<file path="src/design/gyhi_pkg.sv">
package gyhi_pkg;

  // Field widths of the sample and result beats.
  localparam int MODE_W  = 2;
  localparam int RAW_W   = 16;
  localparam int EL_W    = 24;
  localparam int HEAD_W  = 25;
  localparam int BIAS_W  = 24;
  localparam int DRIFT_W = 25;
  localparam int GAIN_W  = 32;
  localparam int TIMER_W = 32;
  localparam int MUL_W   = 32;

  // Heading format: degrees with a fixed number of fraction bits.
  localparam int HEADING_FRAC_BITS = 16;
  localparam logic [HEAD_W-1:0] FULL_CIRCLE = HEAD_W'(360) << HEADING_FRAC_BITS;
  localparam logic [HEAD_W-1:0] HALF_CIRCLE = FULL_CIRCLE >> 1;

  // Rate scaling: |d| * elapsed * gain / 2^40.
  localparam int D_W      = 25;
  localparam int M_W      = D_W + EL_W;
  localparam int M_LO_W   = 24;
  localparam int M_HI_W   = M_W - M_LO_W;
  localparam int LO_P_W   = M_LO_W + GAIN_W;
  localparam int LOQ_W    = LO_P_W + 1 - M_LO_W;
  localparam int HI_P_W   = M_HI_W + GAIN_W;
  localparam int MAG_W    = 40;
  localparam int X_W      = MAG_W - HEADING_FRAC_BITS;
  localparam int DEG_W    = 9;
  localparam logic [LO_P_W:0] ROUND_Q40 = (LO_P_W + 1)'(64'd1 << 39);

  // Integer degrees modulo 360 by a reciprocal multiply.
  localparam int RECIP_SHIFT = 32;
  localparam int Q_W         = X_W - 8;
  localparam logic [X_W-1:0] RECIP_360 = X_W'((64'd1 << RECIP_SHIFT) / 360);
  localparam logic [X_W:0]   DEG_360   = (X_W + 1)'(360);

  // Register reset values.
  localparam logic [GAIN_W-1:0]  RATE_GAIN_RST    = 32'd4294967;
  localparam logic [TIMER_W-1:0] DRIFT_PERIOD_RST = 32'd1000000;

  // Configuration register indexes.
  localparam logic CFG_RATE_GAIN    = 1'b0;
  localparam logic CFG_DRIFT_PERIOD = 1'b1;

  // Sample modes.
  localparam logic [MODE_W-1:0] MODE_INT   = 2'd0;
  localparam logic [MODE_W-1:0] MODE_CAL   = 2'd1;
  localparam logic [MODE_W-1:0] MODE_DRIFT = 2'd2;

  // Operand selection of the shared multiplier.
  typedef enum logic [1:0] {
    MUL_D_EL,
    MUL_LO_GAIN,
    MUL_HI_GAIN,
    MUL_X_RECIP
  } mul_sel_t;

  typedef enum logic [3:0] {
    ST_IDLE,
    ST_CAL,
    ST_MUL_D,
    ST_MUL_LO,
    ST_MUL_HI,
    ST_SUM,
    ST_MUL_Q,
    ST_REM,
    ST_HEAD,
    ST_CORR,
    ST_WIN,
    ST_OUT
  } state_t;

  // Commands from the controller to the datapath.
  typedef struct packed {
    logic     capture;
    mul_sel_t mul_sel;
    logic     cal_step;
    logic     m_load;
    logic     lo_load;
    logic     x_load;
    logic     rem_load;
    logic     head_step;
    logic     corr_step;
    logic     win_step;
    logic     out_load;
  } cmd_t;

  // Status from the datapath to the controller.
  typedef struct packed {
    logic [MODE_W-1:0] mode;
    logic              out_free;
  } status_t;

endpackage

</file>
<file path="src/design/gyhi_if.sv">
interface gyhi_in_if;
  logic                             valid;
  logic                             ready;
  logic [gyhi_pkg::MODE_W-1:0]      mode;
  logic signed [gyhi_pkg::RAW_W-1:0] raw_rate;
  logic [gyhi_pkg::EL_W-1:0]        elapsed_us;

  modport source (output valid, output mode, output raw_rate, output elapsed_us, input ready);
  modport sink (input valid, input mode, input raw_rate, input elapsed_us, output ready);
endinterface

interface gyhi_out_if;
  logic                                valid;
  logic                                ready;
  logic [gyhi_pkg::HEAD_W-1:0]         heading_out;
  logic signed [gyhi_pkg::BIAS_W-1:0]  bias_out;
  logic signed [gyhi_pkg::DRIFT_W-1:0] drift_out;
  logic                                bias_ready;
  logic                                drift_ready;

  modport source (output valid, output heading_out, output bias_out, output drift_out,
                  output bias_ready, output drift_ready, input ready);
  modport sink (input valid, input heading_out, input bias_out, input drift_out,
                input bias_ready, input drift_ready, output ready);
endinterface

</file>
<file path="src/design/gyhi_mult.sv">
module gyhi_mult (
  input  logic                          clk,
  input  logic [gyhi_pkg::MUL_W-1:0]    a,
  input  logic [gyhi_pkg::MUL_W-1:0]    b,
  output logic [2*gyhi_pkg::MUL_W-1:0]  prod_r
);

  // Unsigned product, registered every cycle.
  always_ff @(posedge clk) begin
    prod_r <= a * b;
  end

endmodule

</file>
<file path="src/design/gyhi_ctrl.sv">
module gyhi_ctrl (
  input  logic                        clk,
  input  logic                        rst_n,
  input  logic                        in_valid,
  input  logic [gyhi_pkg::MODE_W-1:0] in_mode,
  output logic                        in_ready,
  input  gyhi_pkg::status_t           status,
  output gyhi_pkg::cmd_t              cmd
);

  gyhi_pkg::state_t state_r;
  gyhi_pkg::state_t state_nxt;

  always_ff @(posedge clk) begin
    if (!rst_n) begin
      state_r <= gyhi_pkg::ST_IDLE;
    end else begin
      state_r <= state_nxt;
    end
  end

  // Next state.
  always_comb begin
    state_nxt = state_r;
    unique case (state_r)
      gyhi_pkg::ST_IDLE: begin
        if (in_valid) begin
          unique case (in_mode) inside
            gyhi_pkg::MODE_INT, gyhi_pkg::MODE_DRIFT: state_nxt = gyhi_pkg::ST_MUL_D;
            gyhi_pkg::MODE_CAL:                       state_nxt = gyhi_pkg::ST_CAL;
            default:                                  state_nxt = gyhi_pkg::ST_OUT;
          endcase
        end
      end
      gyhi_pkg::ST_CAL:    state_nxt = gyhi_pkg::ST_OUT;
      gyhi_pkg::ST_MUL_D:  state_nxt = gyhi_pkg::ST_MUL_LO;
      gyhi_pkg::ST_MUL_LO: state_nxt = gyhi_pkg::ST_MUL_HI;
      gyhi_pkg::ST_MUL_HI: state_nxt = gyhi_pkg::ST_SUM;
      gyhi_pkg::ST_SUM:    state_nxt = gyhi_pkg::ST_MUL_Q;
      gyhi_pkg::ST_MUL_Q:  state_nxt = gyhi_pkg::ST_REM;
      gyhi_pkg::ST_REM:    state_nxt = gyhi_pkg::ST_HEAD;
      gyhi_pkg::ST_HEAD:   state_nxt = gyhi_pkg::ST_CORR;
      gyhi_pkg::ST_CORR: begin
        if (status.mode == gyhi_pkg::MODE_DRIFT) begin
          state_nxt = gyhi_pkg::ST_WIN;
        end else begin
          state_nxt = gyhi_pkg::ST_OUT;
        end
      end
      gyhi_pkg::ST_WIN:    state_nxt = gyhi_pkg::ST_OUT;
      gyhi_pkg::ST_OUT: begin
        if (status.out_free) begin
          state_nxt = gyhi_pkg::ST_IDLE;
        end
      end
      default:             state_nxt = gyhi_pkg::ST_IDLE;
    endcase
  end

  // Outputs.
  always_comb begin
    in_ready = 1'b0;
    cmd      = '0;
    cmd.mul_sel = gyhi_pkg::MUL_D_EL;
    unique case (state_r)
      gyhi_pkg::ST_IDLE: begin
        in_ready    = 1'b1;
        cmd.capture = in_valid;
      end
      gyhi_pkg::ST_CAL:    cmd.cal_step = 1'b1;
      gyhi_pkg::ST_MUL_D:  cmd.mul_sel = gyhi_pkg::MUL_D_EL;
      gyhi_pkg::ST_MUL_LO: begin
        cmd.mul_sel = gyhi_pkg::MUL_LO_GAIN;
        cmd.m_load  = 1'b1;
      end
      gyhi_pkg::ST_MUL_HI: begin
        cmd.mul_sel = gyhi_pkg::MUL_HI_GAIN;
        cmd.lo_load = 1'b1;
      end
      gyhi_pkg::ST_SUM:    cmd.x_load = 1'b1;
      gyhi_pkg::ST_MUL_Q:  cmd.mul_sel = gyhi_pkg::MUL_X_RECIP;
      gyhi_pkg::ST_REM:    cmd.rem_load = 1'b1;
      gyhi_pkg::ST_HEAD:   cmd.head_step = 1'b1;
      gyhi_pkg::ST_CORR:   cmd.corr_step = 1'b1;
      gyhi_pkg::ST_WIN:    cmd.win_step = 1'b1;
      gyhi_pkg::ST_OUT:    cmd.out_load = status.out_free;
      default: begin
      end
    endcase
  end

endmodule

</file>
<file path="src/design/gyhi_dpath.sv">
module gyhi_dpath #(
  parameter int CAL_COUNT = 256
) (
  input  logic                               clk,
  input  logic                               rst_n,
  input  gyhi_pkg::cmd_t                     cmd,
  output gyhi_pkg::status_t                  status,
  input  logic                               cfg_we,
  input  logic                               cfg_idx,
  input  logic [gyhi_pkg::GAIN_W-1:0]        cfg_wdata,
  input  logic [gyhi_pkg::MODE_W-1:0]        in_mode,
  input  logic signed [gyhi_pkg::RAW_W-1:0]  in_raw_rate,
  input  logic [gyhi_pkg::EL_W-1:0]          in_elapsed_us,
  output logic                               out_valid,
  input  logic                               out_ready,
  output logic [gyhi_pkg::HEAD_W-1:0]        out_heading,
  output logic signed [gyhi_pkg::BIAS_W-1:0] out_bias,
  output logic signed [gyhi_pkg::DRIFT_W-1:0] out_drift,
  output logic                               out_bias_ready,
  output logic                               out_drift_ready
);

  localparam int CAL_LOG2 = $clog2(CAL_COUNT);
  localparam int SUM_W    = gyhi_pkg::RAW_W + CAL_LOG2;
  localparam int CNT_W    = $clog2(CAL_COUNT + 1);
  localparam int SC_W     = SUM_W + 9;
  localparam logic [CNT_W-1:0] CAL_LAST = CNT_W'(CAL_COUNT);
  localparam logic [SC_W-1:0]  CAL_HALF = SC_W'(CAL_COUNT / 2);

  localparam int HW  = gyhi_pkg::HEAD_W;
  localparam int TW  = gyhi_pkg::TIMER_W;
  localparam int MW  = gyhi_pkg::MUL_W;

  // Configuration registers.
  logic [gyhi_pkg::GAIN_W-1:0] gain_r;
  logic [TW-1:0]               period_r;

  // Captured sample.
  logic [gyhi_pkg::MODE_W-1:0]       mode_r;
  logic signed [gyhi_pkg::RAW_W-1:0] raw_r;
  logic [gyhi_pkg::EL_W-1:0]         el_r;

  // Architectural state.
  logic [HW-1:0]                       head_r;
  logic signed [gyhi_pkg::BIAS_W-1:0]  bias_r;
  logic signed [gyhi_pkg::DRIFT_W-1:0] drift_r;
  logic signed [SUM_W-1:0]             sum_r;
  logic [CNT_W-1:0]                    cnt_r;
  logic [TW-1:0]                       ct_r;
  logic [TW-1:0]                       wt_r;
  logic [HW-1:0]                       wstart_r;
  logic                                bias_rdy_r;
  logic                                drift_rdy_r;
  logic                                active_r;

  // Datapath intermediates.
  logic [gyhi_pkg::M_W-1:0]               m_r;
  logic [gyhi_pkg::LOQ_W-1:0]             lo_r;
  logic [gyhi_pkg::X_W-1:0]               x_r;
  logic [gyhi_pkg::HEADING_FRAC_BITS-1:0] frac_r;
  logic [HW-1:0]                          rmag_r;
  logic                                   fire_r;

  // Result beat register.
  logic                                out_valid_r;
  logic [HW-1:0]                       out_heading_r;
  logic signed [gyhi_pkg::BIAS_W-1:0]  out_bias_r;
  logic signed [gyhi_pkg::DRIFT_W-1:0] out_drift_r;
  logic                                out_bias_ready_r;
  logic                                out_drift_ready_r;

  // Multiplier interface.
  logic [MW-1:0]   mul_a;
  logic [MW-1:0]   mul_b;
  logic [2*MW-1:0] prod_r;

  // Combinational helpers.
  logic signed [gyhi_pkg::D_W-1:0] d_val;
  logic                            d_neg;
  logic [gyhi_pkg::D_W-1:0]        d_abs;
  logic [gyhi_pkg::LO_P_W:0]       lo_round;
  logic [gyhi_pkg::HI_P_W:0]       scaled_sum;
  logic [gyhi_pkg::Q_W-1:0]        q_est;
  logic [gyhi_pkg::X_W:0]          deg_raw;
  logic [gyhi_pkg::DEG_W-1:0]      deg_rem;
  logic                            drift_neg;
  logic [HW-1:0]                   drift_mag;
  logic                            hadd_sub;
  logic [HW-1:0]                   hadd_mag;
  logic [HW-1:0]                   head_sum;
  logic [TW:0]                     ct_add;
  logic [TW-1:0]                   ct_sat;
  logic [TW:0]                     wt_add;
  logic [TW-1:0]                   wt_sat;
  logic [HW-1:0]                   win_diff;
  logic signed [gyhi_pkg::DRIFT_W-1:0] win_drift;
  logic signed [SUM_W-1:0]         sum_nxt;
  logic [CNT_W-1:0]                cnt_nxt;
  logic [SUM_W-1:0]                sum_mag;
  logic [SC_W-1:0]                 cal_scaled;
  logic [gyhi_pkg::BIAS_W-1:0]     cal_q;
  logic signed [gyhi_pkg::BIAS_W-1:0] cal_bias;

  // Heading update modulo the full circle; both operands are below it.
  function automatic logic [HW-1:0] circ_add(input logic [HW-1:0] h, input logic sub,
                                             input logic [HW-1:0] r);
    logic [HW:0] s;
    if (sub) begin
      s = {1'b0, h} - {1'b0, r};
      if (h < r) begin
        s = s + {1'b0, gyhi_pkg::FULL_CIRCLE};
      end
    end else begin
      s = {1'b0, h} + {1'b0, r};
      if (s >= {1'b0, gyhi_pkg::FULL_CIRCLE}) begin
        s = s - {1'b0, gyhi_pkg::FULL_CIRCLE};
      end
    end
    return s[HW-1:0];
  endfunction

  gyhi_mult u_mult (
    .clk    (clk),
    .a      (mul_a),
    .b      (mul_b),
    .prod_r (prod_r)
  );

  // Bias-corrected rate in Q8 and its magnitude.
  always_comb begin
    d_val = {{(gyhi_pkg::D_W - gyhi_pkg::RAW_W - 8){raw_r[gyhi_pkg::RAW_W-1]}}, raw_r, 8'd0}
            - {{(gyhi_pkg::D_W - gyhi_pkg::BIAS_W){bias_r[gyhi_pkg::BIAS_W-1]}}, bias_r};
    d_neg = d_val[gyhi_pkg::D_W-1];
    d_abs = d_neg ? gyhi_pkg::D_W'(-d_val) : gyhi_pkg::D_W'(d_val);
  end

  // Multiplier operand selection.
  always_comb begin
    case (cmd.mul_sel)
      gyhi_pkg::MUL_D_EL: begin
        mul_a = MW'(d_abs);
        mul_b = MW'(el_r);
      end
      gyhi_pkg::MUL_LO_GAIN: begin
        mul_a = MW'(prod_r[gyhi_pkg::M_LO_W-1:0]);
        mul_b = gain_r;
      end
      gyhi_pkg::MUL_HI_GAIN: begin
        mul_a = MW'(m_r[gyhi_pkg::M_W-1:gyhi_pkg::M_LO_W]);
        mul_b = gain_r;
      end
      default: begin
        mul_a = MW'(x_r);
        mul_b = MW'(gyhi_pkg::RECIP_360);
      end
    endcase
  end

  // Rounded scaling and the integer-degree remainder.
  always_comb begin
    lo_round   = {1'b0, prod_r[gyhi_pkg::LO_P_W-1:0]} + gyhi_pkg::ROUND_Q40;
    scaled_sum = prod_r[gyhi_pkg::HI_P_W:0] + (gyhi_pkg::HI_P_W + 1)'(lo_r);
    q_est      = prod_r[gyhi_pkg::RECIP_SHIFT + gyhi_pkg::Q_W - 1:gyhi_pkg::RECIP_SHIFT];
    deg_raw    = {1'b0, x_r} - ((gyhi_pkg::X_W + 1)'(q_est) * gyhi_pkg::DEG_360);
    if (deg_raw >= gyhi_pkg::DEG_360) begin
      deg_rem = gyhi_pkg::DEG_W'(deg_raw - gyhi_pkg::DEG_360);
    end else begin
      deg_rem = gyhi_pkg::DEG_W'(deg_raw);
    end
  end

  // Shared heading adder: the rate step or the drift correction.
  always_comb begin
    drift_neg = drift_r[gyhi_pkg::DRIFT_W-1];
    drift_mag = drift_neg ? HW'(-drift_r) : HW'(drift_r);
    if (cmd.corr_step) begin
      hadd_sub = !drift_neg;
      hadd_mag = drift_mag;
    end else begin
      hadd_sub = d_neg;
      hadd_mag = rmag_r;
    end
    head_sum = circ_add(head_r, hadd_sub, hadd_mag);
  end

  // Saturating timers and the drift window measurement.
  always_comb begin
    ct_add = {1'b0, ct_r} + (TW + 1)'(el_r);
    ct_sat = ct_add[TW] ? {TW{1'b1}} : ct_add[TW-1:0];
    wt_add = {1'b0, wt_r} + (TW + 1)'(el_r);
    wt_sat = wt_add[TW] ? {TW{1'b1}} : wt_add[TW-1:0];
    if (head_r >= wstart_r) begin
      win_diff = head_r - wstart_r;
    end else begin
      win_diff = head_r + gyhi_pkg::FULL_CIRCLE - wstart_r;
    end
    if (win_diff >= gyhi_pkg::HALF_CIRCLE) begin
      win_drift = $signed(win_diff - gyhi_pkg::FULL_CIRCLE);
    end else begin
      win_drift = $signed(win_diff);
    end
  end

  // Calibration sum and rounded average in Q8.
  always_comb begin
    sum_nxt    = sum_r + SUM_W'(raw_r);
    cnt_nxt    = cnt_r + CNT_W'(1);
    sum_mag    = sum_nxt[SUM_W-1] ? SUM_W'(-sum_nxt) : SUM_W'(sum_nxt);
    cal_scaled = ((SC_W'(sum_mag) << 8) + CAL_HALF) >> CAL_LOG2;
    cal_q      = gyhi_pkg::BIAS_W'(cal_scaled);
    cal_bias   = sum_nxt[SUM_W-1] ? $signed(-cal_q) : $signed(cal_q);
  end

  // Configuration writes.
  always_ff @(posedge clk) begin
    if (!rst_n) begin
      gain_r   <= gyhi_pkg::RATE_GAIN_RST;
      period_r <= gyhi_pkg::DRIFT_PERIOD_RST;
    end else if (cfg_we) begin
      unique case (cfg_idx)
        gyhi_pkg::CFG_RATE_GAIN:    gain_r   <= cfg_wdata;
        gyhi_pkg::CFG_DRIFT_PERIOD: period_r <= cfg_wdata;
        default: begin
        end
      endcase
    end
  end

  // Sample capture and arithmetic intermediates.
  always_ff @(posedge clk) begin
    if (cmd.capture) begin
      mode_r <= in_mode;
      raw_r  <= in_raw_rate;
      el_r   <= in_elapsed_us;
    end
    if (cmd.m_load) begin
      m_r <= prod_r[gyhi_pkg::M_W-1:0];
    end
    if (cmd.lo_load) begin
      lo_r <= lo_round[gyhi_pkg::LO_P_W:gyhi_pkg::M_LO_W];
    end
    if (cmd.x_load) begin
      x_r    <= scaled_sum[gyhi_pkg::MAG_W + 15:16 + gyhi_pkg::HEADING_FRAC_BITS];
      frac_r <= scaled_sum[15 + gyhi_pkg::HEADING_FRAC_BITS:16];
    end
    if (cmd.rem_load) begin
      rmag_r <= {deg_rem, frac_r};
    end
    if (cmd.head_step) begin
      fire_r <= ct_sat > period_r;
    end
  end

  // Heading, bias, drift, timers and flags.
  always_ff @(posedge clk) begin
    if (!rst_n) begin
      head_r      <= '0;
      bias_r      <= '0;
      drift_r     <= '0;
      sum_r       <= '0;
      cnt_r       <= '0;
      ct_r        <= '0;
      wt_r        <= '0;
      wstart_r    <= '0;
      bias_rdy_r  <= 1'b0;
      drift_rdy_r <= 1'b0;
      active_r    <= 1'b0;
    end else begin
      // Integrating and calibration samples abandon an open window.
      if (cmd.capture && (in_mode == gyhi_pkg::MODE_INT || in_mode == gyhi_pkg::MODE_CAL)) begin
        active_r <= 1'b0;
      end
      if (cmd.cal_step) begin
        if (cnt_nxt == CAL_LAST) begin
          bias_r     <= cal_bias;
          sum_r      <= '0;
          cnt_r      <= '0;
          bias_rdy_r <= 1'b1;
        end else begin
          sum_r <= sum_nxt;
          cnt_r <= cnt_nxt;
        end
      end
      if (cmd.head_step) begin
        head_r <= head_sum;
        ct_r   <= (ct_sat > period_r) ? '0 : ct_sat;
      end
      if (cmd.corr_step && fire_r) begin
        head_r <= head_sum;
      end
      if (cmd.win_step) begin
        if (!active_r) begin
          wstart_r <= head_r;
          wt_r     <= '0;
          active_r <= 1'b1;
        end else begin
          wt_r <= wt_sat;
          if (wt_sat >= period_r) begin
            drift_r     <= win_drift;
            drift_rdy_r <= 1'b1;
            active_r    <= 1'b0;
          end
        end
      end
    end
  end

  // Result beat handshake.
  always_ff @(posedge clk) begin
    if (!rst_n) begin
      out_valid_r <= 1'b0;
    end else if (cmd.out_load) begin
      out_valid_r <= 1'b1;
    end else if (out_ready) begin
      out_valid_r <= 1'b0;
    end
  end

  // Result beat payload.
  always_ff @(posedge clk) begin
    if (cmd.out_load) begin
      out_heading_r     <= head_r;
      out_bias_r        <= bias_r;
      out_drift_r       <= drift_r;
      out_bias_ready_r  <= bias_rdy_r;
      out_drift_ready_r <= drift_rdy_r;
    end
  end

  assign status.mode     = mode_r;
  assign status.out_free = !out_valid_r || out_ready;

  assign out_valid       = out_valid_r;
  assign out_heading     = out_heading_r;
  assign out_bias        = out_bias_r;
  assign out_drift       = out_drift_r;
  assign out_bias_ready  = out_bias_ready_r;
  assign out_drift_ready = out_drift_ready_r;

endmodule

</file>
<file path="src/design/gyro_heading_integrator_core.sv">
// Channel  Direction  Beat contents
// in_ch    sink       mode, raw_rate, elapsed_us
// out_ch   source     heading_out, bias_out, drift_out, bias_ready, drift_ready
// cfg      write      cfg_we, cfg_idx, cfg_wdata (0 rate_gain, 1 drift_period_us)
//
// One sample is handled at a time: a new sample is accepted only once the result beat of
// the last one is loaded. The integrating path is set by four passes through the single
// 32x32 multiplier plus the modulo, heading and correction steps; a drift sample adds a window
// step, a calibration sample takes an accumulation step only and an ignored mode goes straight to its result beat.
// Reset is synchronous and active low and needs no clearing pass.
// A stalled result beat holds the block in its output state until taken.
module gyro_heading_integrator_core #(
  parameter int CAL_COUNT = 256
) (
  input  logic                        clk,
  input  logic                        rst_n,
  gyhi_in_if.sink                     in_ch,
  gyhi_out_if.source                  out_ch,
  input  logic                        cfg_we,
  input  logic                        cfg_idx,
  input  logic [gyhi_pkg::GAIN_W-1:0] cfg_wdata
);

  gyhi_pkg::cmd_t    cmd;
  gyhi_pkg::status_t status;
  logic              in_ready;

  assign in_ch.ready = in_ready;

  gyhi_ctrl u_ctrl (
    .clk      (clk),
    .rst_n    (rst_n),
    .in_valid (in_ch.valid),
    .in_mode  (in_ch.mode),
    .in_ready (in_ready),
    .status   (status),
    .cmd      (cmd)
  );

  gyhi_dpath #(
    .CAL_COUNT (CAL_COUNT)
  ) u_dpath (
    .clk             (clk),
    .rst_n           (rst_n),
    .cmd             (cmd),
    .status          (status),
    .cfg_we          (cfg_we),
    .cfg_idx         (cfg_idx),
    .cfg_wdata       (cfg_wdata),
    .in_mode         (in_ch.mode),
    .in_raw_rate     (in_ch.raw_rate),
    .in_elapsed_us   (in_ch.elapsed_us),
    .out_valid       (out_ch.valid),
    .out_ready       (out_ch.ready),
    .out_heading     (out_ch.heading_out),
    .out_bias        (out_ch.bias_out),
    .out_drift       (out_ch.drift_out),
    .out_bias_ready  (out_ch.bias_ready),
    .out_drift_ready (out_ch.drift_ready)
  );

endmodule

</file>
<file path="src/flat_wrapper.sv">
// flat-port wrapper written by rule: the top's interface ports become plain ports
module gyro_heading_integrator_core_flat 
#(
  parameter int CAL_COUNT = 256
)
  (clk, rst_n, cfg_we, cfg_idx, cfg_wdata, in_ch_valid, in_ch_mode, in_ch_raw_rate, in_ch_elapsed_us, in_ch_ready, out_ch_valid, out_ch_heading_out, out_ch_bias_out, out_ch_drift_out, out_ch_bias_ready, out_ch_drift_ready, out_ch_ready);
  gyhi_in_if in_ch_i ();
  gyhi_out_if out_ch_i ();
  input  logic clk;
  input  logic rst_n;
  input  logic cfg_we;
  input  logic cfg_idx;
  input  logic [gyhi_pkg::GAIN_W-1:0] cfg_wdata;
  input wire logic [$bits(in_ch_i.valid)-1:0] in_ch_valid;
  input wire logic [$bits(in_ch_i.mode)-1:0] in_ch_mode;
  input wire logic [$bits(in_ch_i.raw_rate)-1:0] in_ch_raw_rate;
  input wire logic [$bits(in_ch_i.elapsed_us)-1:0] in_ch_elapsed_us;
  output wire logic [$bits(in_ch_i.ready)-1:0] in_ch_ready;
  output wire logic [$bits(out_ch_i.valid)-1:0] out_ch_valid;
  output wire logic [$bits(out_ch_i.heading_out)-1:0] out_ch_heading_out;
  output wire logic [$bits(out_ch_i.bias_out)-1:0] out_ch_bias_out;
  output wire logic [$bits(out_ch_i.drift_out)-1:0] out_ch_drift_out;
  output wire logic [$bits(out_ch_i.bias_ready)-1:0] out_ch_bias_ready;
  output wire logic [$bits(out_ch_i.drift_ready)-1:0] out_ch_drift_ready;
  input wire logic [$bits(out_ch_i.ready)-1:0] out_ch_ready;
  assign in_ch_i.valid = in_ch_valid;
  assign in_ch_i.mode = in_ch_mode;
  assign in_ch_i.raw_rate = in_ch_raw_rate;
  assign in_ch_i.elapsed_us = in_ch_elapsed_us;
  assign in_ch_ready = in_ch_i.ready;
  assign out_ch_valid = out_ch_i.valid;
  assign out_ch_heading_out = out_ch_i.heading_out;
  assign out_ch_bias_out = out_ch_i.bias_out;
  assign out_ch_drift_out = out_ch_i.drift_out;
  assign out_ch_bias_ready = out_ch_i.bias_ready;
  assign out_ch_drift_ready = out_ch_i.drift_ready;
  assign out_ch_i.ready = out_ch_ready;
  gyro_heading_integrator_core #(.CAL_COUNT(CAL_COUNT)) u_core (.clk(clk), .rst_n(rst_n), .in_ch(in_ch_i), .out_ch(out_ch_i), .cfg_we(cfg_we), .cfg_idx(cfg_idx), .cfg_wdata(cfg_wdata));
endmodule
</file>
<file path="config.mk">
export PLATFORM = sky130hd
export DESIGN_NAME = gyro_heading_integrator_core_flat
export DESIGN_NICKNAME = d
export VERILOG_FILES = /design/src/design/gyhi_pkg.sv /design/src/design/gyhi_if.sv /design/src/design/gyhi_mult.sv /design/src/design/gyhi_ctrl.sv /design/src/design/gyhi_dpath.sv /design/src/design/gyro_heading_integrator_core.sv /design/src/flat_wrapper.sv
export SDC_FILE = /design/constraint.sdc
export NUM_CORES = 2
export LEC_CHECK = 0
export BUFFER_PORTS_ARGS = -buffer_cell sky130_fd_sc_hd__buf_2
export CAP_MARGIN = 20
export CORE_AREA = 2 2 332 334
export DETAILED_ROUTE_END_ITERATION = 12
export DIE_AREA = 0 0 334 336
export PLACE_DENSITY = 0.83
export RECOVER_POWER = 25
export SETUP_SLACK_MARGIN = 0.05
export SLEW_MARGIN = 15
export SYNTH_ARGS = -nofsm -noshare
export SYNTH_HDL_FRONTEND = slang
export SYNTH_SLANG_ARGS = --single-unit
</file>
<file path="constraint.sdc">
create_clock -name clk -period 10.5 [get_ports clk]
set_clock_uncertainty 0.2 [all_clocks]
set_input_delay 1.05 -clock clk [delete_from_list [all_inputs] [get_ports clk]]
set_output_delay 1.05 -clock clk [all_outputs]
set_load 0.005 [all_outputs]
</file>
==> flow_metrics.tcl <==
set metrics [dict create \
    io_buffers 157 \
    synth_top_family_by_area "adder cells" \
    synthCells 7384 \
    slowest_stage "fa_1" \
    setup_tns_ns 0 \
    required_ns 10.84 \
    synthXorXnorAreaFrac_pct 4.919 \
    antenna_found_initial 4 \
    layout_setup_ws_ns 0.05524 \
    ff2ff_path_depth 43 \
    cts_sinks 566 \
    pin_count 158 \
    clk_latency_ns 0.67 \
    synth_cell_types 108 \
    drt_drc_violations_left 0 \
    top_layer_used "met5" \
    crit_path_max_incr_delay_ns 0.57 \
    slew_viol_final 81 \
    drt_wl_total_um 204100 \
    r2r_slack_ns 0.06 \
    placedCellCount 8987 \
    critPathKind "reg2reg" \
    grt_pass1_vias 56030 \
    crit_path_frequent_cell "fa_1" \
    htree_levels 3 \
    worst-slew-pin-transition_ns 2.812 \
    synth_fp_nets 8754 \
    fin_nets 9058 \
    start_util_pct 58.87 \
    yosys_warnings 0 \
    synth_area_leader_cell "fa_1" \
    synth_top_flop_cell "dfxtp_1" \
    synth_commonest_cells "1083 x inv_1, 1071 x nand2_1, 740 x fa_1" \
    cts_buffers 66 \
    reg2reg_to "u_core.u_dpath.u_mult.prod_r[51]" \
    hold_class "reg2reg" \
    fmax_mhz 95.74 \
    cts_buffer_depth 3 \
    synth_fa_ha_area_share_pct 34.00 \
    period_needed_ns 10.44 \
    hpwl_um 161800 \
    grt_max_degree 98 \
    met2_length_um 92720 \
    syn-cell-area_mm2 0.06382 \
    place_congestion 1.044 \
    synth_top_area_share_pct 23.21 \
    cp-startpoint "u_core.u_dpath.raw_r[2]" \
    detail_route.wl_per_cell_um 22.28 \
    cts_tree "done" \
    pre_cts_ws_ns -0.3365 \
    globalRouteTotalUtil_pct 35.97 \
    postSynthAreaPerCell_um2 8.642 \
    rows 121 \
    path_clk_slew_ns 0.06 \
    violations "max-capacitance violations, max-slew violations" \
    ant_nets 0 \
    die-area_mm2 0.1122 \
    slew_headroom_pct -87.45 \
    setup_viol 0 \
    cts_hold_buf 0 \
    rsz0062_at_grt "true" \
    dr_total_vias 55990 \
    synth-edff-count 242 \
    drt-pass1-iter-count 8 \
    area_growth_pct 11.40 \
    regToRegStartpoint "u_core.u_dpath.raw_r[2]" \
    die_y_um 336 \
    crit_fanout 6 \
    first_iter_violations 5890 \
    post-route-period-util_pct 99.47 \
    endpoint "u_core.u_dpath.u_mult.prod_r[51]" \
    synth.area.mux_share_pct 0.6882 \
    synth.most_common_cell "inv_1" \
    root_buffer "clkbuf_16" \
    synth_area_leaders "fa_1 23%, edfxtp_1 11%, ha_1 11%" \
    fin_cells 9159 \
    crit_path_end_kind "flop" \
    met1_length_um 74510 \
    cap_violations 2 \
    overflow 0 \
    die_w_um 334 \
    coreArea_mm2 0.1084 \
    synth_seq_area_share_pct 21.55 \
    async_flop_share_pct 0 \
    arrival_ns 10.79 \
    wl_met3_um 21940 \
    synth_compound_area_share_pct 14.46 \
    startpoint_type "flop" \
    hold_viol_final 0 \
    ys_ff_latch 566 \
    outcome "finished, violations left" \
    layout-drive-gt1-share_pct 10.91 \
    via_per_inst 6.113 \
    grt_pass1_wl_um 311500 \
    synth_simple_gate_area_share_pct 16.17 \
]
## metrics by stage
step           hold WS [ns]  cell area [µm²]  utilization, %
2_1_floorplan        0.2003            63830               -
3_3_place_gp         0.2036            67920           62.65
3_5_place_dp         0.2045            67930           62.67
4_1_cts              0.1998            70240           64.80
5_1_grt              0.2069            71080           65.57
6_report             0.2071            71090           65.58
## worst max-delay path: cells and delay by family, from the launching register on
| family | cells | cell delay (ns) |
|---|---|---|
| adders and majority gates | 9 | 4.01 |
| buffers and inverters | 8 | 0.75 |
| DFF | 1 | 0.45 |
| AOI/OAI and AO/OA | 16 | 3.34 |
| and+or+nand+nor | 8 | 1.23 |
| xor gates and xnor gates | 2 | 0.31 |
## cells by family (layout without fill, tap and decap cells)
family,Yosys count,in the layout
muxes,42,42
adders and majority gates,1290,1290
AOI/OAI and AO/OA,1423,1423
other,0,6
and+or+nand+nor,2323,2323
DFF,566,566
buffers and inverters,1384,1739
xor gates and xnor gates,356,356
## placed cells by master (no fill, tap or decap), drive strengths merged, types with 43 or more instances in the layout
master and count:
inv 1094, nand2 1074, fa 740, nor2 596, ha 550, buf 513
a21oi 475, dfxtp 324, o21ai 253, edfxtp 242, xnor2 226, xor2 129
a21o 115, nand3 111, clkbuf 104, nor3 97, a211oi 71, o21a 67
nand2b 64, nor2b 61, and2 59, and3 55, nand4 46, a31oi 44
or2 44, o21bai 43
## layer usage
layer / global-route usage [%] / vias up
met2: 57.49 / 3137
met1: 44.04 / 27150
li1: - / 24920
met4: 22.17 / 2
met3: 8.824 / 777
met5: 0 / -
## worst min path at each step
stage,from,to,slack (ns),cells after the start
after floorplan,u_core.u_dpath.frac_r[0],u_core.u_dpath.rmag_r[0],0.20,0
after global placement,u_core.u_dpath.frac_r[11],u_core.u_dpath.rmag_r[11],0.20,0
after detailed placement,u_core.u_dpath.frac_r[10],u_core.u_dpath.rmag_r[10],0.20,0
after CTS,u_core.u_dpath.frac_r[11],u_core.u_dpath.rmag_r[11],0.20,0
after global routing,u_core.u_dpath.frac_r[12],u_core.u_dpath.rmag_r[12],0.21,0
final,u_core.u_dpath.frac_r[11],u_core.u_dpath.rmag_r[11],0.21,0
## area by class of cell
cell class,count,area (µm²)
Antenna cell,6,15.01
Clock buffer,82,1815
Clock inverter,37,342.8
Fill cell,8581,37310
Inverter,1085,4078
Multi-Input combinational cell,5434,45470
Sequential cell,566,13750
Tap cell,1414,1769
Timing Repair Buffer,535,3840
## flip-flops by register name (all words and copies together) (netlist names), 9 cells and up
name	cells
u_core.u_dpath.el_r	24
u_core.u_dpath.lo_r	33
u_core.u_dpath.out_heading	25
u_core.u_dpath.raw_r	16
u_core.u_dpath.wstart_r	25
u_core.u_dpath.wt_r	32
u_core.u_dpath.out_bias	24
u_core.u_dpath.cnt_r	9
u_core.u_dpath.bias_r	24
u_core.u_dpath.u_mult.prod_r	56
u_core.u_dpath.ct_r	32
u_core.u_dpath.head_r	25
u_core.u_dpath.gain_r	32
u_core.u_dpath.sum_r	24
u_core.u_dpath.m_r	25
u_core.u_dpath.period_r	32
u_core.u_dpath.rmag_r	25
u_core.u_dpath.out_drift	25
u_core.u_dpath.frac_r	16
u_core.u_dpath.drift_r	25
u_core.u_dpath.x_r	24
## timing repair
| item | in CTS | in global routing |
|---|---|---|
| setup endpoints to repair | 8 | 18 |
| setup buffers | 4 | 34 |
| pin swaps | 14 | 72 |
| cloned | 1 | 1 |
| gates resized for setup | 25 | 122 |
Power is left out: the tool's default activity adds up to more than one toggle a clock period on the data nets, which glitch-free logic cannot reach.
